**config.mk**
```make
export PLATFORM = sky130hd
export DESIGN_NAME = prepaid_channel_time_meter_top_flat
export DESIGN_NICKNAME = d
export VERILOG_FILES = /design/src/hw/rtl/pctm_pkg.sv /design/src/hw/rtl/pctm_if.sv /design/src/hw/rtl/prepaid_channel_time_meter_top.sv /design/src/flat_wrapper.sv
export VERILOG_INCLUDE_DIRS = /design/src /design/src/hw/rtl
export SDC_FILE = /design/constraint.sdc
export NUM_CORES = 2
export LEC_CHECK = 0
export ABC_AREA = 0
export BUFFER_PORTS_ARGS = -buffer_cell sky130_fd_sc_hd__buf_2
export CAP_MARGIN = 20
export CORE_ASPECT_RATIO = 1.5
export CORE_UTILIZATION = 35
export DETAILED_ROUTE_END_ITERATION = 7
export GPL_TIMING_DRIVEN = 0
export HOLD_SLACK_MARGIN = 0.05
export MAX_ROUTING_LAYER = met4
export SYNTH_ARGS = -nofsm -noshare
export SYNTH_HDL_FRONTEND = slang
export SYNTH_SLANG_ARGS = --single-unit
export TNS_END_PERCENT = 1
```
**constraint.sdc**
```tcl
create_clock -name clk -period 14.22 [get_ports clk]
set_input_delay 2.844 -clock clk [delete_from_list [all_inputs] [get_ports clk]]
set_output_delay 2.844 -clock clk [all_outputs]
set_load 0.02 [all_outputs]
```
**src/hw/rtl/assert_macros.svh**
```systemverilog
// Assertion macros shared by the RTL of the channel time meter.
// Each macro expands to nothing when NO_ASSERTIONS is defined.
`ifndef ASSERT_MACROS_SVH
`define ASSERT_MACROS_SVH

`ifndef NO_ASSERTIONS
// Property checked at every rising edge of clk outside reset
`define ASSERT_ALWAYS(lbl, prop, msg) \
    lbl: assert property (@(posedge clk) disable iff (!rst_n) (prop)) else $error(msg);
// Same-cycle implication
`define ASSERT_IMPL(lbl, ante, cons, msg) \
    lbl: assert property (@(posedge clk) disable iff (!rst_n) (ante) |-> (cons)) else $error(msg);
// Next-cycle implication
`define ASSERT_NEXT(lbl, ante, cons, msg) \
    lbl: assert property (@(posedge clk) disable iff (!rst_n) (ante) |=> (cons)) else $error(msg);
`else
`define ASSERT_ALWAYS(lbl, prop, msg)
`define ASSERT_IMPL(lbl, ante, cons, msg)
`define ASSERT_NEXT(lbl, ante, cons, msg)
`endif

`endif

```
**src/hw/rtl/pctm_pkg.sv**
```systemverilog
// Types, constants and helper functions of the prepaid channel time meter.
// No dependencies; used by the interfaces and the top level.
package pctm_pkg;

    // Channel count and field widths
    localparam int NUM_CHANNELS = 4;
    localparam int CH_W         = 2;
    localparam int CMD_W        = 3;
    localparam int MONEY_W      = 16;
    localparam int TIME_W       = 14;
    localparam int DISP_W       = 10;
    localparam int MODE_W       = 2;
    localparam int REFUND_W     = 16;
    localparam int RATE_W       = 16;

    // Arithmetic widths: money*rate*10 and the divisor rate*10
    localparam int PROD_W   = 32;
    localparam int NUM_W    = 36;
    localparam int DEN_W    = 20;
    localparam int REM_W    = DEN_W + 1;
    localparam int DIV_CNT_W = 6;

    localparam logic [TIME_W-1:0]   TIME_MAX  = TIME_W'(9999);
    localparam logic [TIME_W-1:0]   TICK_STEP = TIME_W'(10);
    localparam logic [REFUND_W-1:0] REFUND_MAX = '1;

    // Commands
    localparam logic [CMD_W-1:0] CMD_CREDIT    = 3'd0;
    localparam logic [CMD_W-1:0] CMD_REFUND    = 3'd1;
    localparam logic [CMD_W-1:0] CMD_MINUTE    = 3'd2;
    localparam logic [CMD_W-1:0] CMD_DISPLAY   = 3'd3;
    localparam logic [CMD_W-1:0] CMD_CLEAR     = 3'd4;
    localparam logic [CMD_W-1:0] CMD_CLEAR_ALL = 3'd5;

    // Display modes
    localparam logic [MODE_W-1:0] MODE_VALUE  = 2'd0;
    localparam logic [MODE_W-1:0] MODE_BLANK  = 2'd1;
    localparam logic [MODE_W-1:0] MODE_MARKER = 2'd2;

    // Configuration register indexes and address width
    localparam int PADDR_W = 4;
    localparam logic [1:0] REG_TIME_RATE    = 2'd0;
    localparam logic [1:0] REG_MONEY_RATE   = 2'd1;
    localparam logic [1:0] REG_FACTORY_MODE = 2'd2;

    // One result
    typedef struct packed {
        logic [CH_W-1:0]     out_channel;
        logic [TIME_W-1:0]   remaining_time;
        logic [DISP_W-1:0]   display_value;
        logic [MODE_W-1:0]   display_mode;
        logic                relay_on;
        logic [REFUND_W-1:0] refund_amount;
        logic                last;
    } result_t;

    // time / 10 by reciprocal multiply, exact for every time up to 9999
    function automatic logic [DISP_W-1:0] div10(input logic [TIME_W-1:0] t);
        logic [29:0] p;
        p = 30'(t) * 30'd52429;
        return p[28:19];
    endfunction

endpackage

```
**src/hw/rtl/pctm_if.sv**
```systemverilog
// Valid/ready channels of the channel time meter: request in, result out.
// Depends on pctm_pkg for the field widths.
interface pctm_req_if;
    logic                             valid;
    logic                             ready;
    logic [pctm_pkg::CMD_W-1:0]       command;
    logic [pctm_pkg::CH_W-1:0]        channel;
    logic [pctm_pkg::MONEY_W-1:0]     money_amount;

    modport source (output valid, command, channel, money_amount, input ready);
    modport sink   (input valid, command, channel, money_amount, output ready);
endinterface

interface pctm_rsp_if;
    logic                             valid;
    logic                             ready;
    logic [pctm_pkg::CH_W-1:0]        out_channel;
    logic [pctm_pkg::TIME_W-1:0]      remaining_time;
    logic [pctm_pkg::DISP_W-1:0]      display_value;
    logic [pctm_pkg::MODE_W-1:0]      display_mode;
    logic                             relay_on;
    logic [pctm_pkg::REFUND_W-1:0]    refund_amount;
    logic                             last;

    modport source (output valid, out_channel, remaining_time, display_value, display_mode,
                    relay_on, refund_amount, last, input ready);
    modport sink   (input valid, out_channel, remaining_time, display_value, display_mode,
                    relay_on, refund_amount, last, output ready);
endinterface

```
**src/hw/rtl/prepaid_channel_time_meter_top.sv**
```systemverilog
// Prepaid channel time meter: per-channel time store, shared multiply/divide sequencer.
// Depends on pctm_pkg, pctm_if.sv and assert_macros.svh.
//
// Usage:
//   req  : one request per command (credit, refund query, minute tick, display tick,
//          clear channel, clear all). Accepted when valid and ready are high.
//   rsp  : result stream; one result for credit, refund and clear channel, one per
//          channel (channel 0 first, last set on the final one) for minute tick,
//          clear all and display tick. Display tick gives nothing in factory mode.
//   APB  : time_rate at 0x0, money_rate at 0x4, factory_mode at 0x8; pready tied high.
// Sequence:
//   credit and refund query: a multiply state, a times-ten state, 36 restoring
//   divide steps and a finish state that loads the output register; the next
//   request is taken only once the sequencer is back in idle.
//   Walk commands: each channel in turn, channel 0 first, as the output register frees.
//   Clear channel: finish state only. Unused commands and ignored requests go straight back to idle.
//   ready is high only while the sequencer is idle; one request at a time.
// Reset: all channel times and the flash phase clear, rates return to 1, factory
//   mode to 0; the block is ready in the first cycle after reset.
// Stall: results wait in an output register; the sequencer holds while that
//   register is full and not taken, and a new request is still taken when idle.
`include "assert_macros.svh"

module prepaid_channel_time_meter_top (
    input  logic                               clk,
    input  logic                               rst_n,
    pctm_req_if.sink                           req,
    pctm_rsp_if.source                         rsp,
    input  logic                               psel,
    input  logic                               penable,
    input  logic                               pwrite,
    input  logic [pctm_pkg::PADDR_W-1:0]       paddr,
    input  logic [31:0]                        pwdata,
    output logic [31:0]                        prdata,
    output logic                               pready
);

    // Sequencer state codes
    localparam logic [2:0] S_IDLE = 3'd0;
    localparam logic [2:0] S_MUL1 = 3'd1;
    localparam logic [2:0] S_MUL2 = 3'd2;
    localparam logic [2:0] S_DIV  = 3'd3;
    localparam logic [2:0] S_FIN  = 3'd4;
    localparam logic [2:0] S_WALK = 3'd5;

    localparam logic [pctm_pkg::DIV_CNT_W-1:0] DIV_LAST =
        pctm_pkg::DIV_CNT_W'(pctm_pkg::NUM_W - 1);
    localparam logic [pctm_pkg::CH_W-1:0] CH_LAST =
        pctm_pkg::CH_W'(pctm_pkg::NUM_CHANNELS - 1);

    // Configuration
    logic [pctm_pkg::RATE_W-1:0] time_rate_reg;
    logic [pctm_pkg::RATE_W-1:0] money_rate_reg;
    logic                        factory_mode_reg;

    // Channel store and flash phase
    logic [pctm_pkg::TIME_W-1:0] channel_time_reg [pctm_pkg::NUM_CHANNELS];
    logic                        flash_phase_reg;

    // Sequencer
    logic [2:0]                      state_reg, state_next;
    logic [pctm_pkg::CMD_W-1:0]      cmd_reg;
    logic [pctm_pkg::CH_W-1:0]       ch_reg;
    logic [pctm_pkg::MONEY_W-1:0]    money_reg;
    logic [pctm_pkg::CH_W-1:0]       walk_reg;
    logic [pctm_pkg::DIV_CNT_W-1:0]  div_cnt_reg;
    logic [pctm_pkg::NUM_W-1:0]      num_reg;
    logic [pctm_pkg::DEN_W-1:0]      den_reg;
    logic [pctm_pkg::REM_W-1:0]      rem_reg;

    // Output register
    logic                  out_valid_reg;
    pctm_pkg::result_t     out_reg;

    // Datapath
    logic                          req_fire;
    logic                          slot_free;
    logic                          ch_ok;
    logic [pctm_pkg::CH_W-1:0]     rd_idx;
    logic [pctm_pkg::TIME_W-1:0]   rd_time;
    logic [pctm_pkg::RATE_W-1:0]   mul_a;
    logic [pctm_pkg::RATE_W-1:0]   mul_b;
    logic [pctm_pkg::PROD_W-1:0]   mul_p;
    logic [pctm_pkg::PROD_W-1:0]   x10_in;
    logic [pctm_pkg::NUM_W-1:0]    x10_out;
    logic [pctm_pkg::REM_W-1:0]    rem_shift;
    logic                          q_bit;
    logic [pctm_pkg::NUM_W:0]      credit_sum;
    logic [pctm_pkg::TIME_W-1:0]   credit_time;
    logic [pctm_pkg::REFUND_W-1:0] refund_val;
    logic [pctm_pkg::TIME_W-1:0]   walk_time;
    logic [pctm_pkg::MODE_W-1:0]   walk_mode;
    logic                          cfg_wr;

    assign req_fire  = req.valid && req.ready;
    assign slot_free = !out_valid_reg || rsp.ready;
    assign ch_ok     = int'(req.channel) < pctm_pkg::NUM_CHANNELS;

    // Single read port of the channel store
    assign rd_idx  = (state_reg == S_WALK) ? walk_reg : ch_reg;
    assign rd_time = channel_time_reg[rd_idx];

    // Shared multiplier: money*time_rate for credit, time*money_rate for refund
    assign mul_a = (cmd_reg == pctm_pkg::CMD_CREDIT) ? money_reg
                                                     : pctm_pkg::RATE_W'(rd_time);
    assign mul_b = (cmd_reg == pctm_pkg::CMD_CREDIT) ? time_rate_reg : money_rate_reg;
    assign mul_p = pctm_pkg::PROD_W'(mul_a) * pctm_pkg::PROD_W'(mul_b);

    // Shared times-ten adder: numerator for credit, divisor for refund
    assign x10_in  = (cmd_reg == pctm_pkg::CMD_CREDIT) ? num_reg[pctm_pkg::PROD_W-1:0]
                                                       : pctm_pkg::PROD_W'(time_rate_reg);
    assign x10_out = pctm_pkg::NUM_W'({x10_in, 3'b000})
                     + pctm_pkg::NUM_W'({x10_in, 1'b0});

    // Restoring divide step; a zero divisor yields an all-ones quotient
    assign rem_shift = {rem_reg[pctm_pkg::REM_W-2:0], num_reg[pctm_pkg::NUM_W-1]};
    assign q_bit     = rem_shift >= pctm_pkg::REM_W'(den_reg);

    // Finish: saturate credit sum and refund
    assign credit_sum  = (pctm_pkg::NUM_W+1)'(rd_time) + (pctm_pkg::NUM_W+1)'(num_reg);
    assign credit_time = (credit_sum > (pctm_pkg::NUM_W+1)'(pctm_pkg::TIME_MAX))
                         ? pctm_pkg::TIME_MAX : credit_sum[pctm_pkg::TIME_W-1:0];
    assign refund_val  = (num_reg > pctm_pkg::NUM_W'(pctm_pkg::REFUND_MAX))
                         ? pctm_pkg::REFUND_MAX : num_reg[pctm_pkg::REFUND_W-1:0];

    // Per-channel update during a walk
    always_comb
    begin
        walk_time = rd_time;
        walk_mode = pctm_pkg::MODE_VALUE;
        case (cmd_reg)
            pctm_pkg::CMD_MINUTE:
            begin
                walk_time = (rd_time > pctm_pkg::TICK_STEP) ? rd_time - pctm_pkg::TICK_STEP
                                                            : '0;
            end
            pctm_pkg::CMD_CLEAR_ALL:
            begin
                walk_time = '0;
            end
            pctm_pkg::CMD_DISPLAY:
            begin
                if (rd_time == '0)
                begin
                    walk_mode = flash_phase_reg ? pctm_pkg::MODE_BLANK : pctm_pkg::MODE_MARKER;
                end
            end
            default:
            begin
                walk_time = rd_time;
            end
        endcase
    end

    // Sequencer next state
    always_comb
    begin
        state_next = state_reg;
        case (state_reg)
            S_IDLE:
            begin
                if (req_fire)
                begin
                    case (req.command)
                        pctm_pkg::CMD_CREDIT,
                        pctm_pkg::CMD_REFUND:  state_next = ch_ok ? S_MUL1 : S_IDLE;
                        pctm_pkg::CMD_CLEAR:   state_next = ch_ok ? S_FIN : S_IDLE;
                        pctm_pkg::CMD_MINUTE,
                        pctm_pkg::CMD_CLEAR_ALL: state_next = S_WALK;
                        pctm_pkg::CMD_DISPLAY: state_next = factory_mode_reg ? S_IDLE : S_WALK;
                        default:               state_next = S_IDLE;
                    endcase
                end
            end
            S_MUL1: state_next = S_MUL2;
            S_MUL2: state_next = S_DIV;
            S_DIV:  state_next = (div_cnt_reg == DIV_LAST) ? S_FIN : S_DIV;
            S_FIN:  state_next = slot_free ? S_IDLE : S_FIN;
            S_WALK: state_next = (slot_free && walk_reg == CH_LAST) ? S_IDLE : S_WALK;
            default: state_next = S_IDLE;
        endcase
    end

    // Control registers, channel store and flash phase
    always_ff @(posedge clk or negedge rst_n)
    begin
        if (!rst_n)
        begin
            state_reg       <= S_IDLE;
            walk_reg        <= '0;
            div_cnt_reg     <= '0;
            out_valid_reg   <= 1'b0;
            flash_phase_reg <= 1'b0;
            for (int i = 0; i < pctm_pkg::NUM_CHANNELS; i++)
            begin
                channel_time_reg[i] <= '0;
            end
        end
        else
        begin
            state_reg <= state_next;

            // flash toggles on an accepted display tick outside factory mode
            if (req_fire && req.command == pctm_pkg::CMD_DISPLAY && !factory_mode_reg)
            begin
                flash_phase_reg <= !flash_phase_reg;
            end

            if (state_reg == S_IDLE)
            begin
                walk_reg    <= '0;
                div_cnt_reg <= '0;
            end
            else if (state_reg == S_DIV)
            begin
                div_cnt_reg <= div_cnt_reg + 1'b1;
            end
            else if (state_reg == S_WALK && slot_free)
            begin
                walk_reg <= walk_reg + 1'b1;
            end

            // store write, one address per cycle
            if (state_reg == S_FIN && slot_free)
            begin
                if (cmd_reg == pctm_pkg::CMD_CREDIT)
                begin
                    channel_time_reg[ch_reg] <= credit_time;
                end
                else if (cmd_reg == pctm_pkg::CMD_CLEAR)
                begin
                    channel_time_reg[ch_reg] <= '0;
                end
            end
            else if (state_reg == S_WALK && slot_free)
            begin
                channel_time_reg[walk_reg] <= walk_time;
            end

            // output valid
            if ((state_reg == S_FIN || state_reg == S_WALK) && slot_free)
            begin
                out_valid_reg <= 1'b1;
            end
            else if (rsp.ready)
            begin
                out_valid_reg <= 1'b0;
            end
        end
    end

    // Request latch and multiply/divide datapath
    always_ff @(posedge clk)
    begin
        if (req_fire)
        begin
            cmd_reg   <= req.command;
            ch_reg    <= req.channel;
            money_reg <= req.money_amount;
        end
        case (state_reg)
            S_MUL1:
            begin
                num_reg <= pctm_pkg::NUM_W'(mul_p);
            end
            S_MUL2:
            begin
                rem_reg <= '0;
                if (cmd_reg == pctm_pkg::CMD_CREDIT)
                begin
                    num_reg <= x10_out;
                    den_reg <= pctm_pkg::DEN_W'(money_rate_reg);
                end
                else
                begin
                    den_reg <= x10_out[pctm_pkg::DEN_W-1:0];
                end
            end
            S_DIV:
            begin
                num_reg <= {num_reg[pctm_pkg::NUM_W-2:0], q_bit};
                rem_reg <= q_bit ? rem_shift - pctm_pkg::REM_W'(den_reg) : rem_shift;
            end
            default:
            begin
                rem_reg <= rem_reg;
            end
        endcase
    end

    // Output payload
    always_ff @(posedge clk)
    begin
        if (state_reg == S_FIN && slot_free)
        begin
            out_reg.out_channel   <= ch_reg;
            out_reg.display_mode  <= pctm_pkg::MODE_VALUE;
            out_reg.last          <= 1'b1;
            out_reg.refund_amount <= (cmd_reg == pctm_pkg::CMD_REFUND) ? refund_val : '0;
            case (cmd_reg)
                pctm_pkg::CMD_CREDIT:
                begin
                    out_reg.remaining_time <= credit_time;
                    out_reg.display_value  <= pctm_pkg::div10(credit_time);
                    out_reg.relay_on       <= credit_time != '0;
                end
                pctm_pkg::CMD_REFUND:
                begin
                    out_reg.remaining_time <= rd_time;
                    out_reg.display_value  <= pctm_pkg::div10(rd_time);
                    out_reg.relay_on       <= rd_time != '0;
                end
                default:
                begin
                    out_reg.remaining_time <= '0;
                    out_reg.display_value  <= '0;
                    out_reg.relay_on       <= 1'b0;
                end
            endcase
        end
        else if (state_reg == S_WALK && slot_free)
        begin
            out_reg.out_channel    <= walk_reg;
            out_reg.remaining_time <= walk_time;
            out_reg.display_value  <= (walk_mode == pctm_pkg::MODE_VALUE)
                                      ? pctm_pkg::div10(walk_time) : '0;
            out_reg.display_mode   <= walk_mode;
            out_reg.relay_on       <= walk_time != '0;
            out_reg.refund_amount  <= '0;
            out_reg.last           <= walk_reg == CH_LAST;
        end
    end

    assign req.ready          = state_reg == S_IDLE;
    assign rsp.valid          = out_valid_reg;
    assign rsp.out_channel    = out_reg.out_channel;
    assign rsp.remaining_time = out_reg.remaining_time;
    assign rsp.display_value  = out_reg.display_value;
    assign rsp.display_mode   = out_reg.display_mode;
    assign rsp.relay_on       = out_reg.relay_on;
    assign rsp.refund_amount  = out_reg.refund_amount;
    assign rsp.last           = out_reg.last;

    // APB configuration port
    assign pready = 1'b1;
    assign cfg_wr = psel && penable && pwrite && pready;

    always_ff @(posedge clk or negedge rst_n)
    begin
        if (!rst_n)
        begin
            time_rate_reg    <= pctm_pkg::RATE_W'(1);
            money_rate_reg   <= pctm_pkg::RATE_W'(1);
            factory_mode_reg <= 1'b0;
        end
        else if (cfg_wr)
        begin
            case (paddr[3:2])
                pctm_pkg::REG_TIME_RATE:    time_rate_reg    <= pwdata[pctm_pkg::RATE_W-1:0];
                pctm_pkg::REG_MONEY_RATE:   money_rate_reg   <= pwdata[pctm_pkg::RATE_W-1:0];
                pctm_pkg::REG_FACTORY_MODE: factory_mode_reg <= pwdata[0];
                default:                    factory_mode_reg <= factory_mode_reg;
            endcase
        end
    end

    always_comb
    begin
        case (paddr[3:2])
            pctm_pkg::REG_TIME_RATE:    prdata = 32'(time_rate_reg);
            pctm_pkg::REG_MONEY_RATE:   prdata = 32'(money_rate_reg);
            pctm_pkg::REG_FACTORY_MODE: prdata = 32'(factory_mode_reg);
            default:                    prdata = '0;
        endcase
    end

    // Assertions
    `ASSERT_NEXT(a_credit_starts_mul, req_fire && ch_ok && req.command == pctm_pkg::CMD_CREDIT, state_reg == S_MUL1, "credit request did not start the multiply")
    `ASSERT_IMPL(a_div_count, state_reg == S_DIV, div_cnt_reg <= DIV_LAST, "divider ran past its last step")
    `ASSERT_IMPL(a_time_max, rsp.valid, rsp.remaining_time <= pctm_pkg::TIME_MAX, "remaining time above saturation limit")
    `ASSERT_IMPL(a_refund_single, rsp.valid && rsp.refund_amount != '0, rsp.last && rsp.display_mode == pctm_pkg::MODE_VALUE, "refund on a walk result")
    `ASSERT_IMPL(a_flash_mode, rsp.valid && rsp.display_mode != pctm_pkg::MODE_VALUE, !rsp.relay_on && rsp.display_value == '0, "flash mode on a channel with time")

endmodule
```
**src/flat_wrapper.sv**
```systemverilog
// flat-port wrapper written by rule: the top's interface ports become plain ports
module prepaid_channel_time_meter_top_flat 
  (clk, rst_n, psel, penable, pwrite, paddr, pwdata, prdata, pready, req_valid, req_command, req_channel, req_money_amount, req_ready, rsp_valid, rsp_out_channel, rsp_remaining_time, rsp_display_value, rsp_display_mode, rsp_relay_on, rsp_refund_amount, rsp_last, rsp_ready);
  pctm_req_if req_i ();
  pctm_rsp_if rsp_i ();
  input  logic clk;
  input  logic rst_n;
  input  logic psel;
  input  logic penable;
  input  logic pwrite;
  input  logic [pctm_pkg::PADDR_W-1:0] paddr;
  input  logic [31:0] pwdata;
  output logic [31:0] prdata;
  output logic pready;
  input wire logic [$bits(req_i.valid)-1:0] req_valid;
  input wire logic [$bits(req_i.command)-1:0] req_command;
  input wire logic [$bits(req_i.channel)-1:0] req_channel;
  input wire logic [$bits(req_i.money_amount)-1:0] req_money_amount;
  output wire logic [$bits(req_i.ready)-1:0] req_ready;
  output wire logic [$bits(rsp_i.valid)-1:0] rsp_valid;
  output wire logic [$bits(rsp_i.out_channel)-1:0] rsp_out_channel;
  output wire logic [$bits(rsp_i.remaining_time)-1:0] rsp_remaining_time;
  output wire logic [$bits(rsp_i.display_value)-1:0] rsp_display_value;
  output wire logic [$bits(rsp_i.display_mode)-1:0] rsp_display_mode;
  output wire logic [$bits(rsp_i.relay_on)-1:0] rsp_relay_on;
  output wire logic [$bits(rsp_i.refund_amount)-1:0] rsp_refund_amount;
  output wire logic [$bits(rsp_i.last)-1:0] rsp_last;
  input wire logic [$bits(rsp_i.ready)-1:0] rsp_ready;
  assign req_i.valid = req_valid;
  assign req_i.command = req_command;
  assign req_i.channel = req_channel;
  assign req_i.money_amount = req_money_amount;
  assign req_ready = req_i.ready;
  assign rsp_valid = rsp_i.valid;
  assign rsp_out_channel = rsp_i.out_channel;
  assign rsp_remaining_time = rsp_i.remaining_time;
  assign rsp_display_value = rsp_i.display_value;
  assign rsp_display_mode = rsp_i.display_mode;
  assign rsp_relay_on = rsp_i.relay_on;
  assign rsp_refund_amount = rsp_i.refund_amount;
  assign rsp_last = rsp_i.last;
  assign rsp_i.ready = rsp_ready;
  prepaid_channel_time_meter_top u_core (.clk(clk), .rst_n(rst_n), .req(req_i), .rsp(rsp_i), .psel(psel), .penable(penable), .pwrite(pwrite), .paddr(paddr), .pwdata(pwdata), .prdata(prdata), .pready(pready));
endmodule
```
Yosys cells after proc, flatten, opt, wreduce, memory -nomap -nowiden:

Cells that the tools add are included.

* register bits: 245
* output and inout port bits: 81
* input port bits: 64

* add/sub/neg operators: 6
* multiply operators: 4
* mux-type cells: 50
* equality and inequality tests: 23
* order comparisons: 9
* bitwise logic cells: 5
* reduce and logical (&&, ||, !) cells: 39

Operator list (count)
* two-way mux 56 bit: 4
* bitwise mux 56 bit: 2
* case mux 36 bit (3 select lines): 1
* two-way mux 46 bit: 2
* multiplier 14 x 16 -> 29 bit (second input constant): 3
* two-way mux 14 bit: 6
* two-way mux 16 bit: 5
* AND 56 bit: 1
* demux 14 bit (select 2 bit): 2
* NOT 56 bit: 1
* case mux 16 bit (3 select lines): 1
* case mux 24 bit (2 select lines): 1
* nonzero test 14 bit: 3
* case mux 20 bit (2 select lines): 1
* adder 14 x 36 -> 37 bit: 1
* greater-than comparator 37 x 14 -> 1 bit (second input constant): 1
* adder 35 x 33 -> 36 bit: 1
* greater-than comparator 36 x 16 -> 1 bit (second input constant): 1
* two-way mux 36 bit: 1
* multiplier 16 x 16 -> 32 bit: 1
* two-way mux 32 bit: 1
* binary-select mux 14 bit (select 2 bit): 1
* case mux 14 bit (2 select lines): 1
* greater-or-equal comparator 21 x 20 -> 1 bit: 1
* other kinds (36): 93

Depth between registers and ports, before layout:

* depth in word-level cells: 13
* mapped depth: 40

Worst setup path after synthesis:

No wires, ideal clock.

* path type: flip-flop to flip-flop
* from: reg u_core.state_reg[1]
* to: reg u_core.rsp.display_value[9] (netlist name)
* arrival: 9790 ps
* clock period less this slack: 10055 ps
* data required time: 13955 ps
* stages on the path, launching flop included: 40
* setup time: 265 ps
* setup slack: 4165 ps
* buffers on the path: 2
* cell sequence: dfrtp_1 and3b_1 buf_4 mux2i_4 mux2i_2 inv_1 ha_1 fa_1 a211oi_1 o21ai_1 nand4_1 a311oi_1 xor2_1 a2111oi_0 and4_1 and4_1 clkbuf_1 nand2_1 [4 not listed] fa_1 fa_1 inv_1 fa_1 inv_1 fa_1 inv_1 ha_1 nand4_1 nor3_1 and3_1 nand2_1 or2_2 nor3_1 a211oi_1 mux2i_1 nand4_1 or3_1

* longest elaborated chain between the ends: 13
* elaborated cells on any way between the ends: 26

Ends and longest elaborated chain
* start, declared: line prepaid_channel_time_meter_top.sv:61 `logic [2:0] state_reg, state_next;`
* start signal, assigned: line prepaid_channel_time_meter_top.sv:201 `state_reg <= state_next;`
* parallel branches: the longest is 12 deep, another holds adder 14 x 36 -> 37 bit
* two-way mux 46 bit *: line prepaid_channel_time_meter_top.sv:294 `if (state_reg == S_FIN && slot_free)`

Every way passes the cells marked *. The select of a mux whose other input is x is not followed.
A chain may end at the register's enable or synchronous reset.

Worst setup path in the final report:

* from: reg u_core.state_reg[0]
* to: reg u_core.rsp.display_value[9] (netlist name)

* longest elaborated chain between the ends: 13
* elaborated cells on any way between the ends: 26

Ends and longest elaborated chain (line)
* parallel branches: the longest is 12 deep, another holds adder 14 x 36 -> 37 bit
* two-way mux 46 bit *: prepaid_channel_time_meter_top.sv:294

Marked as above.

==> results.cfg <==
[outcome]
status = finished, violations left
violations = design-rule violations

[place]
io_buffers = 109
dp_hpwl_um = 98700
numPlacedInstances = 5287
place_congestion = 0.978

[clocking]
cts_tree = yes
cts_sinks = 245
cts_setup_buffers = 0
h-tree-depth = 1
cts_resized = 0
cts_buffer_depth = 3
holdBufCountCts = 0
cts_buffers = 29
cts_root_buf = clkbuf_16
worstSkewPairLatency_ns = 0.63
cts.reportedPaths.clkPinSlew_ns = 0.07

[worst_setup_path]
crit_top_cell = inv_1
crit_path_end_kind = flip-flop
cp.arrival_ns = 13.61
crit_type = flip-flop to flip-flop
cp_slowest_cell = xnor2_1
critPathLaunchType = flip-flop
required_ns = 14.58
critPathMaxFanout = 9
critical-path-max-stage-delay_ns = 0.88
r2r_cells = 38

[yosys]
async_flop_share_pct = 41.6
synth_edf_count = 140
yosysWarnings = 0
ys_seq_area_share_pct = 19.4
syn_avg_cell_area_sq_um = 9.07
synth_seq_cells = 245
synth_cells = 3867
ys_types = 98
synthFlopType = edfxtp_1
netlist_area_sq_um = 35100

[die]
initial_utilization_pct = 35.4
ioPinCount = 145
dieArea_sq_um = 102000
num_rows = 141
core_sq_um = 99000
die_width_um = 261
die_h_um = 390

[finish]
area_delta_synth_final_pct = 9.80
fin_nets = 4938
mostFrequentLayoutCell = inv_1
antenna_cells = 0
final_cells = 5345
layout-drive-gt1-share_pct = 7.37
largest_reg_flops = 56
fillers = 10000
final_cell_mix = inv_1, nand2_1, ha_1

[timing]
skew_ns = 0.0441
fin_tns_setup_ns = 0
fmax_ghz = 0.0755
rsz0062_at_grt = no
setup_violations = 0
finalCritPeriodShare_pct = 93.2
finalCriticalPeriod_ns = 13.25
finalHoldViolations = 0
slew_headroom_pct = 14.5
drv_slew = 0
worst-slew-pin-transition_ns = 1.27

[global_routing]
grt_use_met1_pct = 26.8
antenna_found_initial = 1
use_met2_pct = 42.6
track_usage_pct = 24.8
grt_overflow_total = 0
grt_pass1_wl_um = 184000
gr-max-usage-layer = met2
grt_pass1_vias = 30800
grt_max_degree = 64
grt_util_met3_pct = 2.67

[route]
first_iter_violations = 2125
drtAntennaViolNets = 0
first_pass_iters = 8
detail_route.drc_violations = 17
num_vias = 29300
vias_per_cell = 5.48
avgRoutedWirePerCell_um = 22.6
drt-total-wl_um = 121000

[power_and_ir_drop]
ir_drop_mv = 0.128
p_leak_nw = 19.5
pwr_density_cell_nw_per_um2 = 99.6

[min_path]
whs_path_depth = 2
hp-class = flip-flop to flip-flop

[flow_run]
maxCapViolCount = 0
layer usage:
layer,vias to the layer above,wire (um)
met2,1109,60200
met1,14400,44600
met3,356,6570
li1,13400,-
met5,-,0
met4,0,9620
worst paths after layout:
check / from / to / slack [ns]
min in group asynchronous: rst_n / u_core.div_cnt_reg[5] / 2.16
hold reg to reg: u_core.channel_time_reg[40] / u_core.channel_time_reg[40] / 0.49
setup reg to reg: u_core.state_reg[0] / u_core.rsp.display_value[9] / 0.97
setup / recovery: u_core.state_reg[0] / u_core.rsp.display_value[9] / 0.97
hold / removal: u_core.channel_time_reg[40] / u_core.channel_time_reg[40] / 0.49
max in group asynchronous: rst_n / u_core.channel_time_reg[0] / 11.35
final cells by class:
cell class                      instances  area, sq um  share of cell area (%)
Sequential cell                       245         6820                    17.7
Tap cell                             1287         1610                    4.18
Clock buffer                           39          847                    2.20
Timing Repair Buffer                  121          738                    1.92
Clock inverter                         15          169                   0.438
Buffer                                145          629                    1.63
Inverter                              551         2070                    5.37
Multi-Input combinational cell       2942        25600                    66.6
worst max-delay path, delay by kind of cell (launching register included):
| kind | cells | cell delay, ns |
|---|---|---|
| AND/OR/NAND/NOR | 14 | 4.24 |
| adder cells (fa/ha/maj) | 9 | 3.75 |
| multiplexers | 2 | 1.31 |
| buffers and inverters | 7 | 1.27 |
| AO/OA/AOI/OAI | 5 | 1.10 |
| XOR/XNOR | 1 | 0.88 |
| flip-flops | 1 | 0.41 |
cell usage after synthesis (18+ instances only):
master	instances	area share, %
a211oi_1	28	0.60
a21o_1	66	1.4
a21oi_1	157	2.2
a22o_1	36	0.90
a22oi_1	31	0.66
a31oi_1	19	0.34
and2_1	32	0.57
and3_1	33	0.59
buf_1	18	0.19
buf_4	19	0.41
clkbuf_1	103	1.1
dfrtp_1	100	7.1
edfxtp_1	140	12
fa_1	358	20
ha_1	481	17
inv_1	546	5.8
mux2_2	34	1.1
mux2i_1	83	2.4
nand2_1	485	5.2
nand2b_1	37	0.66
nand3_1	59	0.84
nand4_1	31	0.55
nor2_1	272	2.9
nor2b_1	32	0.57
nor3_1	57	0.81
o21a_1	23	0.49
o21ai_0	151	2.2
o22ai_1	39	0.70
xnor2_1	93	2.3
xor2_1	35	0.87
report_power, final:
group	leakage [nW]	internal, mW	switching, mW
logic	16.2	0.673	1.16
registers	2.78	0.977	0.201
clock network	0.498	0.474	0.347
total	19.5	2.12	1.71
metrics by stage:
stage	hold slack [ns]	cell area [sq um]	util, %	setup WS (ns)	power, mW
floorplan	0.445	35100	-	4.17	2.37
global placement	0.470	37300	37.7	1.10	2.97
detailed placement	0.468	37500	37.9	1.06	2.99
CTS	0.483	38500	38.9	0.996	3.82
global route	0.507	38500	38.9	0.539	4.07
finish	0.487	38500	38.9	0.968	3.84
cells by family after synthesis:
| kind of cell | share of synthesized area [%] |
|---|---|
| flops | 19.4 |
| fa+ha+maj | 37.6 |
| other cells | 0.0214 |
| compound gates | 13.1 |
| xor+xnor | 3.20 |
| simple gates | 14.7 |
| mux | 4.35 |
| buf+inv | 7.69 |
Power figures use the tool's default switching activity.
